`src/rtl/byte_stream_fast_hash_defines.svh`:
```
// Assertion macros used by the hash block's back end (bsfh_back).
// Define NO_ASSERTIONS to compile every check away.
`ifndef BYTE_STREAM_FAST_HASH_DEFINES_SVH
`define BYTE_STREAM_FAST_HASH_DEFINES_SVH
`ifndef NO_ASSERTIONS
// Clocked check, masked while reset is held
`define BSFH_ASSERT(lbl, prop, msg) \
  lbl: assert property (@(posedge clk) disable iff (!rst_n) (prop)) else $error(msg);
// Clocked check that also holds during reset
`define BSFH_ASSERT_ALWAYS(lbl, prop, msg) \
  lbl: assert property (@(posedge clk) (prop)) else $error(msg);
`else
`define BSFH_ASSERT(lbl, prop, msg)
`define BSFH_ASSERT_ALWAYS(lbl, prop, msg)
`endif
`endif

```
`src/rtl/bsfh_pkg.sv`:
```
// Types, constants and round functions of the byte stream hash.
// Used by the front, queue, back and top-level modules; no dependencies.
package bsfh_pkg;

  localparam int WORD_W     = 32;
  localparam int COUNT_W    = 3;
  localparam int LEN_W      = 31;
  localparam int IN_DATA_W  = 72;
  localparam int OUT_DATA_W = 32;
  localparam int FIFO_DEPTH = 4;
  localparam int FIFO_AW    = $clog2(FIFO_DEPTH);
  localparam int FIFO_CW    = FIFO_AW + 1;

  // What the back end does with one word
  typedef enum logic [2:0] {
    KIND_NONE  = 3'd0,
    KIND_TAIL1 = 3'd1,
    KIND_TAIL2 = 3'd2,
    KIND_TAIL3 = 3'd3,
    KIND_FULL  = 3'd4
  } bsfh_kind_t;

  typedef struct packed {
    logic [WORD_W-1:0] word;
    bsfh_kind_t        kind;
    logic              first;
    logic              last;
    logic [LEN_W-1:0]  seed;
  } bsfh_item_t;

  typedef struct packed {
    logic full;
    logic empty;
  } bsfh_fifo_stat_t;

  function automatic logic [WORD_W-1:0] sext8(input logic [7:0] b);
    return {{(WORD_W-8){b[7]}}, b};
  endfunction

  function automatic logic [WORD_W-1:0] full_round(input logic [WORD_W-1:0] h_in,
                                                   input logic [WORD_W-1:0] w);
    logic [WORD_W-1:0] h;
    logic [WORD_W-1:0] t;
    h = h_in + {16'd0, w[15:0]};
    t = ({16'd0, w[31:16]} << 11) ^ h;
    h = (h << 16) ^ t;
    h = h + (h >> 11);
    return h;
  endfunction

  function automatic logic [WORD_W-1:0] tail_round(input logic [WORD_W-1:0] h_in,
                                                   input logic [WORD_W-1:0] w,
                                                   input bsfh_kind_t        kind);
    logic [WORD_W-1:0] h;
    h = h_in;
    unique case (kind)
      KIND_TAIL3: begin
        h = h + {16'd0, w[15:0]};
        h = h ^ (h << 16);
        h = h ^ (sext8(w[23:16]) << 18);
        h = h + (h >> 11);
      end
      KIND_TAIL2: begin
        h = h + {16'd0, w[15:0]};
        h = h ^ (h << 11);
        h = h + (h >> 17);
      end
      KIND_TAIL1: begin
        h = h + sext8(w[7:0]);
        h = h ^ (h << 10);
        h = h + (h >> 1);
      end
      KIND_NONE, KIND_FULL: h = h_in;
      default:              h = h_in;
    endcase
    return h;
  endfunction

  // First three avalanche steps
  function automatic logic [WORD_W-1:0] aval_lo(input logic [WORD_W-1:0] h_in);
    logic [WORD_W-1:0] h;
    h = h_in ^ (h_in << 3);
    h = h + (h >> 5);
    h = h ^ (h << 4);
    return h;
  endfunction

  // Last three avalanche steps
  function automatic logic [WORD_W-1:0] aval_hi(input logic [WORD_W-1:0] h_in);
    logic [WORD_W-1:0] h;
    h = h_in + (h_in >> 17);
    h = h ^ (h << 25);
    h = h + (h >> 6);
    return h;
  endfunction

endpackage

```
`src/rtl/bsfh_front.sv`:
```
// Front end: input register stage that classifies each request by byte count.
// Depends on bsfh_pkg; pushes classified items into bsfh_fifo.
module bsfh_front (
  input  logic                              clk,
  input  logic                              rst_n,
  input  logic                              in_tvalid,
  output logic                              in_tready,
  input  logic [bsfh_pkg::IN_DATA_W-1:0]    in_tdata,
  input  logic                              in_tuser,
  input  logic                              in_tlast,
  input  bsfh_pkg::bsfh_fifo_stat_t         fifo_stat,
  output logic                              push,
  output bsfh_pkg::bsfh_item_t              push_item
);

  logic                 item_valid_r;
  logic                 item_valid_nxt;
  bsfh_pkg::bsfh_item_t item_r;
  bsfh_pkg::bsfh_item_t item_nxt;
  bsfh_pkg::bsfh_kind_t kind;
  logic [bsfh_pkg::COUNT_W-1:0] count;

  assign count = in_tdata[34:32];

  // Counts above four saturate to a full word
  always_comb begin
    unique case (count)
      3'd0:    kind = bsfh_pkg::KIND_NONE;
      3'd1:    kind = bsfh_pkg::KIND_TAIL1;
      3'd2:    kind = bsfh_pkg::KIND_TAIL2;
      3'd3:    kind = bsfh_pkg::KIND_TAIL3;
      default: kind = bsfh_pkg::KIND_FULL;
    endcase
  end

  assign push      = item_valid_r && !fifo_stat.full;
  assign in_tready = !item_valid_r || push;
  assign push_item = item_r;

  always_comb begin
    item_valid_nxt = item_valid_r;
    item_nxt       = item_r;
    if (push) begin
      item_valid_nxt = 1'b0;
    end
    if (in_tvalid && in_tready) begin
      item_valid_nxt = 1'b1;
      item_nxt.word  = in_tdata[31:0];
      item_nxt.kind  = kind;
      item_nxt.first = in_tuser;
      item_nxt.last  = in_tlast;
      item_nxt.seed  = in_tdata[65:35];
    end
  end

  always_ff @(posedge clk) begin
    if (!rst_n) begin
      item_valid_r <= 1'b0;
    end else begin
      item_valid_r <= item_valid_nxt;
    end
    item_r <= item_nxt;
  end

endmodule

```
`src/rtl/bsfh_fifo.sv`:
```
// Short queue between the front and back ends of the hash block.
// Depends on bsfh_pkg for the item type and depth.
module bsfh_fifo (
  input  logic                      clk,
  input  logic                      rst_n,
  input  logic                      push,
  input  bsfh_pkg::bsfh_item_t      push_item,
  input  logic                      pop,
  output bsfh_pkg::bsfh_item_t      pop_item,
  output bsfh_pkg::bsfh_fifo_stat_t stat
);

  bsfh_pkg::bsfh_item_t             slot_r [bsfh_pkg::FIFO_DEPTH];
  logic [bsfh_pkg::FIFO_AW-1:0]     wr_ptr_r;
  logic [bsfh_pkg::FIFO_AW-1:0]     wr_ptr_nxt;
  logic [bsfh_pkg::FIFO_AW-1:0]     rd_ptr_r;
  logic [bsfh_pkg::FIFO_AW-1:0]     rd_ptr_nxt;
  logic [bsfh_pkg::FIFO_CW-1:0]     count_r;
  logic [bsfh_pkg::FIFO_CW-1:0]     count_nxt;

  assign stat.full  = (count_r == bsfh_pkg::FIFO_CW'(bsfh_pkg::FIFO_DEPTH));
  assign stat.empty = (count_r == '0);
  assign pop_item   = slot_r[rd_ptr_r];

  always_comb begin
    wr_ptr_nxt = push ? wr_ptr_r + 1'b1 : wr_ptr_r;
    rd_ptr_nxt = pop  ? rd_ptr_r + 1'b1 : rd_ptr_r;
    count_nxt  = count_r;
    if (push && !pop) begin
      count_nxt = count_r + 1'b1;
    end else if (pop && !push) begin
      count_nxt = count_r - 1'b1;
    end
  end

  always_ff @(posedge clk) begin
    if (!rst_n) begin
      wr_ptr_r <= '0;
      rd_ptr_r <= '0;
      count_r  <= '0;
    end else begin
      wr_ptr_r <= wr_ptr_nxt;
      rd_ptr_r <= rd_ptr_nxt;
      count_r  <= count_nxt;
    end
    if (push) begin
      slot_r[wr_ptr_r] <= push_item;
    end
  end

endmodule

```
`src/rtl/bsfh_back.sv`:
```
// Back end: word rounds on the running hash, then a two-stage avalanche and
// the output register. Depends on bsfh_pkg and the assertion macro header.
`include "byte_stream_fast_hash_defines.svh"
module bsfh_back (
  input  logic                              clk,
  input  logic                              rst_n,
  input  bsfh_pkg::bsfh_fifo_stat_t         fifo_stat,
  input  bsfh_pkg::bsfh_item_t              item,
  output logic                              pop,
  output logic                              out_tvalid,
  input  logic                              out_tready,
  output logic [bsfh_pkg::OUT_DATA_W-1:0]   out_tdata
);

  logic [bsfh_pkg::WORD_W-1:0] running_hash_r;
  logic [bsfh_pkg::WORD_W-1:0] running_hash_nxt;
  logic                        a_valid_r;
  logic [bsfh_pkg::WORD_W-1:0] a_hash_r;
  logic                        b_valid_r;
  logic [bsfh_pkg::WORD_W-1:0] b_hash_r;
  logic                        out_valid_r;
  logic [bsfh_pkg::WORD_W-1:0] out_hash_r;
  logic [bsfh_pkg::WORD_W-1:0] h_in;
  logic [bsfh_pkg::WORD_W-1:0] h_out;
  logic                        out_load;
  logic                        b_free;
  logic                        b_load;
  logic                        a_free;

  assign out_load = b_valid_r && (!out_valid_r || out_tready);
  assign b_free   = !b_valid_r || out_load;
  assign b_load   = a_valid_r && b_free;
  assign a_free   = !a_valid_r || b_load;
  // Only a final word needs room in the avalanche stages
  assign pop      = !fifo_stat.empty && (!item.last || a_free);

  assign h_in  = item.first ? {1'b0, item.seed} : running_hash_r;
  assign h_out = (item.kind == bsfh_pkg::KIND_FULL) ? bsfh_pkg::full_round(h_in, item.word)
                                                     : bsfh_pkg::tail_round(h_in, item.word,
                                                                            item.kind);

  // Clear the running hash once a message is finished
  always_comb begin
    running_hash_nxt = running_hash_r;
    if (pop) begin
      running_hash_nxt = item.last ? '0 : h_out;
    end
  end

  always_ff @(posedge clk) begin
    if (!rst_n) begin
      running_hash_r <= '0;
      a_valid_r      <= 1'b0;
      b_valid_r      <= 1'b0;
      out_valid_r    <= 1'b0;
    end else begin
      running_hash_r <= running_hash_nxt;
      if (pop && item.last) begin
        a_valid_r <= 1'b1;
      end else if (b_load) begin
        a_valid_r <= 1'b0;
      end
      if (b_load) begin
        b_valid_r <= 1'b1;
      end else if (out_load) begin
        b_valid_r <= 1'b0;
      end
      if (out_load) begin
        out_valid_r <= 1'b1;
      end else if (out_tready) begin
        out_valid_r <= 1'b0;
      end
    end
    if (pop && item.last) begin
      a_hash_r <= h_out;
    end
    if (b_load) begin
      b_hash_r <= bsfh_pkg::aval_lo(a_hash_r);
    end
    if (out_load) begin
      out_hash_r <= bsfh_pkg::aval_hi(b_hash_r);
    end
  end

  assign out_tvalid = out_valid_r;
  assign out_tdata  = out_hash_r;

  `BSFH_ASSERT(a_clear_after_last, (pop && item.last) |=> (running_hash_r == '0), "running hash not cleared after final word")
  `BSFH_ASSERT(a_stage_a_hold, (a_valid_r && !b_free) |=> (a_valid_r && $stable(a_hash_r)), "avalanche input lost while stalled")
  `BSFH_ASSERT(a_stage_b_hold, (b_valid_r && !out_load) |=> (b_valid_r && $stable(b_hash_r)), "avalanche middle stage lost while stalled")
  `BSFH_ASSERT(a_no_overrun, !(pop && item.last && a_valid_r && !b_load), "final word popped into occupied stage")

endmodule

```
`src/rtl/byte_stream_fast_hash.sv`:
```
// 32-bit SuperFastHash over a byte stream of little-endian words.
// Input channel: one request per word; in_tuser marks the first word of a message
//   (seeds the hash with total_length), in_tlast marks the final word.
// Every word but the last carries four bytes; the last may carry zero to four.
// Output channel: one request holding the finished hash per message.
// Throughput: one word per cycle unless the queue or the avalanche stages stall;
//   the word round on the running hash register in the back end is combinational.
// Path to the output: a final word passes the input stage, the queue, the round
//   and two avalanche stages before its hash is shown on out_tvalid.
// Reset clears the running hash to zero and empties every stage.
// When the receiver stalls, the output and avalanche stages hold, the queue
//   of four words fills, and then in_tready drops; words keep flowing
//   between messages while a result waits.
// Depends on bsfh_pkg, bsfh_front, bsfh_fifo and bsfh_back.
module byte_stream_fast_hash (
  input  logic                            clk,
  input  logic                            rst_n,
  input  logic                            in_tvalid,
  output logic                            in_tready,
  // word [31:0], byte_count [34:32], total_length [65:35], zero [71:66]
  input  logic [bsfh_pkg::IN_DATA_W-1:0]  in_tdata,
  // first [0]
  input  logic                            in_tuser,
  input  logic                            in_tlast,
  output logic                            out_tvalid,
  input  logic                            out_tready,
  // hash_value [31:0]
  output logic [bsfh_pkg::OUT_DATA_W-1:0] out_tdata
);

  bsfh_pkg::bsfh_fifo_stat_t fifo_stat;
  bsfh_pkg::bsfh_item_t      push_item;
  bsfh_pkg::bsfh_item_t      pop_item;
  logic                      push;
  logic                      pop;

  bsfh_front u_front (
    .clk       (clk),
    .rst_n     (rst_n),
    .in_tvalid (in_tvalid),
    .in_tready (in_tready),
    .in_tdata  (in_tdata),
    .in_tuser  (in_tuser),
    .in_tlast  (in_tlast),
    .fifo_stat (fifo_stat),
    .push      (push),
    .push_item (push_item)
  );

  bsfh_fifo u_fifo (
    .clk       (clk),
    .rst_n     (rst_n),
    .push      (push),
    .push_item (push_item),
    .pop       (pop),
    .pop_item  (pop_item),
    .stat      (fifo_stat)
  );

  bsfh_back u_back (
    .clk        (clk),
    .rst_n      (rst_n),
    .fifo_stat  (fifo_stat),
    .item       (pop_item),
    .pop        (pop),
    .out_tvalid (out_tvalid),
    .out_tready (out_tready),
    .out_tdata  (out_tdata)
  );

endmodule

```
`config.mk`:
```
export PLATFORM = sky130hd
export DESIGN_NAME = byte_stream_fast_hash
export DESIGN_NICKNAME = d
export VERILOG_FILES = /design/src/rtl/bsfh_pkg.sv /design/src/rtl/bsfh_front.sv /design/src/rtl/bsfh_fifo.sv /design/src/rtl/bsfh_back.sv /design/src/rtl/byte_stream_fast_hash.sv
export VERILOG_INCLUDE_DIRS = /design/src /design/src/rtl
export SDC_FILE = /design/constraint.sdc
export NUM_CORES = 1
export LEC_CHECK = 0
export BUFFER_PORTS_ARGS = -buffer_cell sky130_fd_sc_hd__buf_4
export CORE_UTILIZATION = 31
export CTS_BUF_LIST = sky130_fd_sc_hd__clkbuf_4 sky130_fd_sc_hd__clkbuf_8
export CTS_CLUSTER_DIAMETER = 50
export DETAILED_ROUTE_END_ITERATION = 6
export PLACE_DENSITY = 0.58
export RECOVER_POWER = 100
export SLEW_MARGIN = 40
export SYNTH_ARGS = -nofsm -noshare
export SYNTH_HDL_FRONTEND = slang
export SYNTH_SLANG_ARGS = --single-unit
```
`constraint.sdc`:
```
create_clock -name clk -period 9.1 [get_ports clk]
set_clock_uncertainty 0.05 [all_clocks]
set_input_delay 0.455 -clock clk [delete_from_list [all_inputs] [get_ports clk]]
set_output_delay 0.455 -clock clk [all_outputs]
set_load 0.02 [all_outputs]
```
==> impl_metrics.yaml <==
outcome:
  violations: "capacitance limit, slew limit"
  status: "finished, violations left"
hold_path:
  hold_class: "in2reg"
timing:
  slew_headroom: -1.09
  grt_setup_unrepaired: "no"
  setup-tns-final_ns: 0
  fmax_ghz: 0.116
  fin_crit_sh: 0.951
  finalCriticalPeriod_ns: 8.66
  hold_violations: 0
  drv_slew: 434
  tightestPinTransition_ns: 3.13
  finalSetupViolations: 0
setup_path:
  cp.required_ns: 9.42
  end_kind: "flip-flop"
  cp_slowest_cell: "xor2_1"
  max_stage_delay_ns: 0.67
  cp.arrival_ns: 8.98
  critPathKind: "reg2reg"
  start_kind: "flip-flop"
  path_max_fanout: 21
grt:
  grt_pass1_vias: 20299
  antenna_found_initial: 1
  track_usage: 0.160
  grt_pass1_wl_um: 120000
  grt_max_degree: 69
  overflow: 0
floorplanning:
  die_height_um: 312
  fp-row-count: 113
  die_x_um: 312
  io_pins: 112
  start_util: 0.313
  dieArea_um2: 97400
  fp.coreArea_um2: 95200
placed_design:
  gp_congestion: 0.952
  dp_hpwl_um: 60500
  port_buffers: 105
clock_tree:
  clk_pin_slew_ns: 0.06
  cts-root-buf: "clkbuf_8"
  cts_buffer_depth: 3
  cts_sinks: 481
  cts_tree: "done"
  postCtsSetupBuffers: 0
  numCtsBuffers: 84
  insertion_delay_ns: 0.71
  cts_max_level: 3
drt:
  ant_nets: 0
  firstDrtPassIters: 5
  drtIter0Drc: 1509
  vias: 20856
  drc_errors: 0
  totalWireLength_um: 79500
  wl_per_cell_um: 19.3
  viasPerCell: 5.06
synth:
  postSynthRegisterBits: 481
  synthArstFlopShare: 0
  synth_cell_types: 104
  synth_edf_count: 436
  syn_area_per_cell_um2: 11.8
  synthesis.area_um2: 29800
  synthCells: 2530
  syn_nets: 2819
  ys.flop_type: "edfxtp_1"
  yosysSeqAreaShare: 0.469
  ys_warn_count: 0
finish:
  layout_common_cells: "edfxtp_1 (436), xnor2_1 (210), ha_1 (202)"
  final_common_cell: "edfxtp_1"
  num-nets-final: 3078
  fill_cells: 9446
  drive_gt1_frac: 0.134
  area_delta_synth_final_pct: 16.1
job:
  maxCapViolations: 13
routing by layer:
layer	track usage	vias to the layer above	wire (µm)	part of all wire
met5	0	-	0	0
met4	0.0648	0	2910	0.037
met3	0.0232	148	4190	0.053
met2	0.267	590	37700	0.47
met1	0.210	10011	34700	0.44
li1	-	10107	-	-
cell type report:
cell class,count,area [µm²],share of cell area
Tap cell,1265,1580,0.0457
Timing Repair Buffer,221,1640,0.0474
Antenna cell,1,2.50,0.0000723
Sequential cell,481,14000,0.405
Multi-Input combinational cell,1898,15200,0.440
Clock inverter,35,325,0.00940
Clock buffer,120,1450,0.0418
Inverter,103,387,0.0112
cell families (layout without fill, tap and decap cells):
logic type	count (synthesis)	in the layout	synth area share
AO/OA/AOI/OAI	616	616	0.138
buffers and inverters	151	479	0.0206
other	0	1	0
adder cells (fa/ha/maj)	211	211	0.0908
AND/OR/NAND/NOR	570	570	0.0935
XOR/XNOR	395	395	0.122
multiplexers	106	106	0.0655
flip-flops	481	481	0.469
worst max-delay path, delay by kind of cell, from the launching register on:
family          cells  cell delay (ns)
simple gates        8             1.68
xor+xnor            2             0.78
compound gates      9             2.92
mux                 2             0.99
fa+ha+maj           2             0.71
flops               1             0.36
buf+inv             2             0.75
repair_timing:
| action | CTS | global route |
|---|---|---|
| hold endpoints to repair | 74 | 0 |
| resized for setup | 0 | 0 |
| hold buffers | 70 | 0 |
registers in the layout, summed over array words and instances, names as in the netlist, 3 cells and up, named ones only:
signal / cells
u_fifo.slot_r: 272
u_front.push_item: 68
u_back.a_hash_r: 32
u_back.b_hash_r: 32
u_back.out_tdata: 32
u_back.running_hash_r: 32
u_fifo.count_r: 3
stage by stage:
step           hold slack [ns]  instances  area [µm²]  utilization  setup slack, ns
3_5_place_dp             0.416       3895       32400        0.340            0.723
2_1_floorplan            0.396       2530       29800            -            0.297
4_1_cts                 0.0548       4120       34900        0.366            0.665
5_1_grt                 0.0770       4124       34600        0.364           0.0632
6_report                0.0656       4124       34600        0.364            0.444
3_3_place_gp             0.423       3894       32300        0.340            0.751
synth_stat cells (19+ instances only):
library cell	instances	area [µm²]
xor2_1	169	1480
and3_1	20	125
edfxtp_1	436	13100
mux4_2	68	1530
inv_1	101	379
o21a_1	25	188
xnor2_1	212	1860
o21ai_0	112	561
clkbuf_1	29	109
o21bai_1	26	195
nor2_1	176	661
a21o_1	66	495
dfxtp_1	45	901
ha_1	202	2530
nand2_1	135	507
nand3_1	47	235
a211oi_1	19	143
nand2b_1	35	219
nor3_1	45	225
a21oi_1	166	831
a22oi_1	33	248
path summary, 6_finish.rpt:
path	startpoint	end	slack [ns]	cells after the start
worst max-delay path	flip-flop	u_back.a_hash_r[31]$_DFFE_PP_	0.44	25
worst min register to register	u_back.running_hash_r[22]$_SDFFE_PN0P_	u_back.running_hash_r[22]$_SDFFE_PN0P_	0.43	2
worst min-delay path	out_tready	u_back.out_tvalid$_SDFFE_PN0P_	0.07	4
worst max register to register	flip-flop	u_back.a_hash_r[31]$_DFFE_PP_	0.44	25
Power is left out: the tool's default activity adds up to more than one toggle a clock period on the data nets, which glitch-free logic cannot reach.
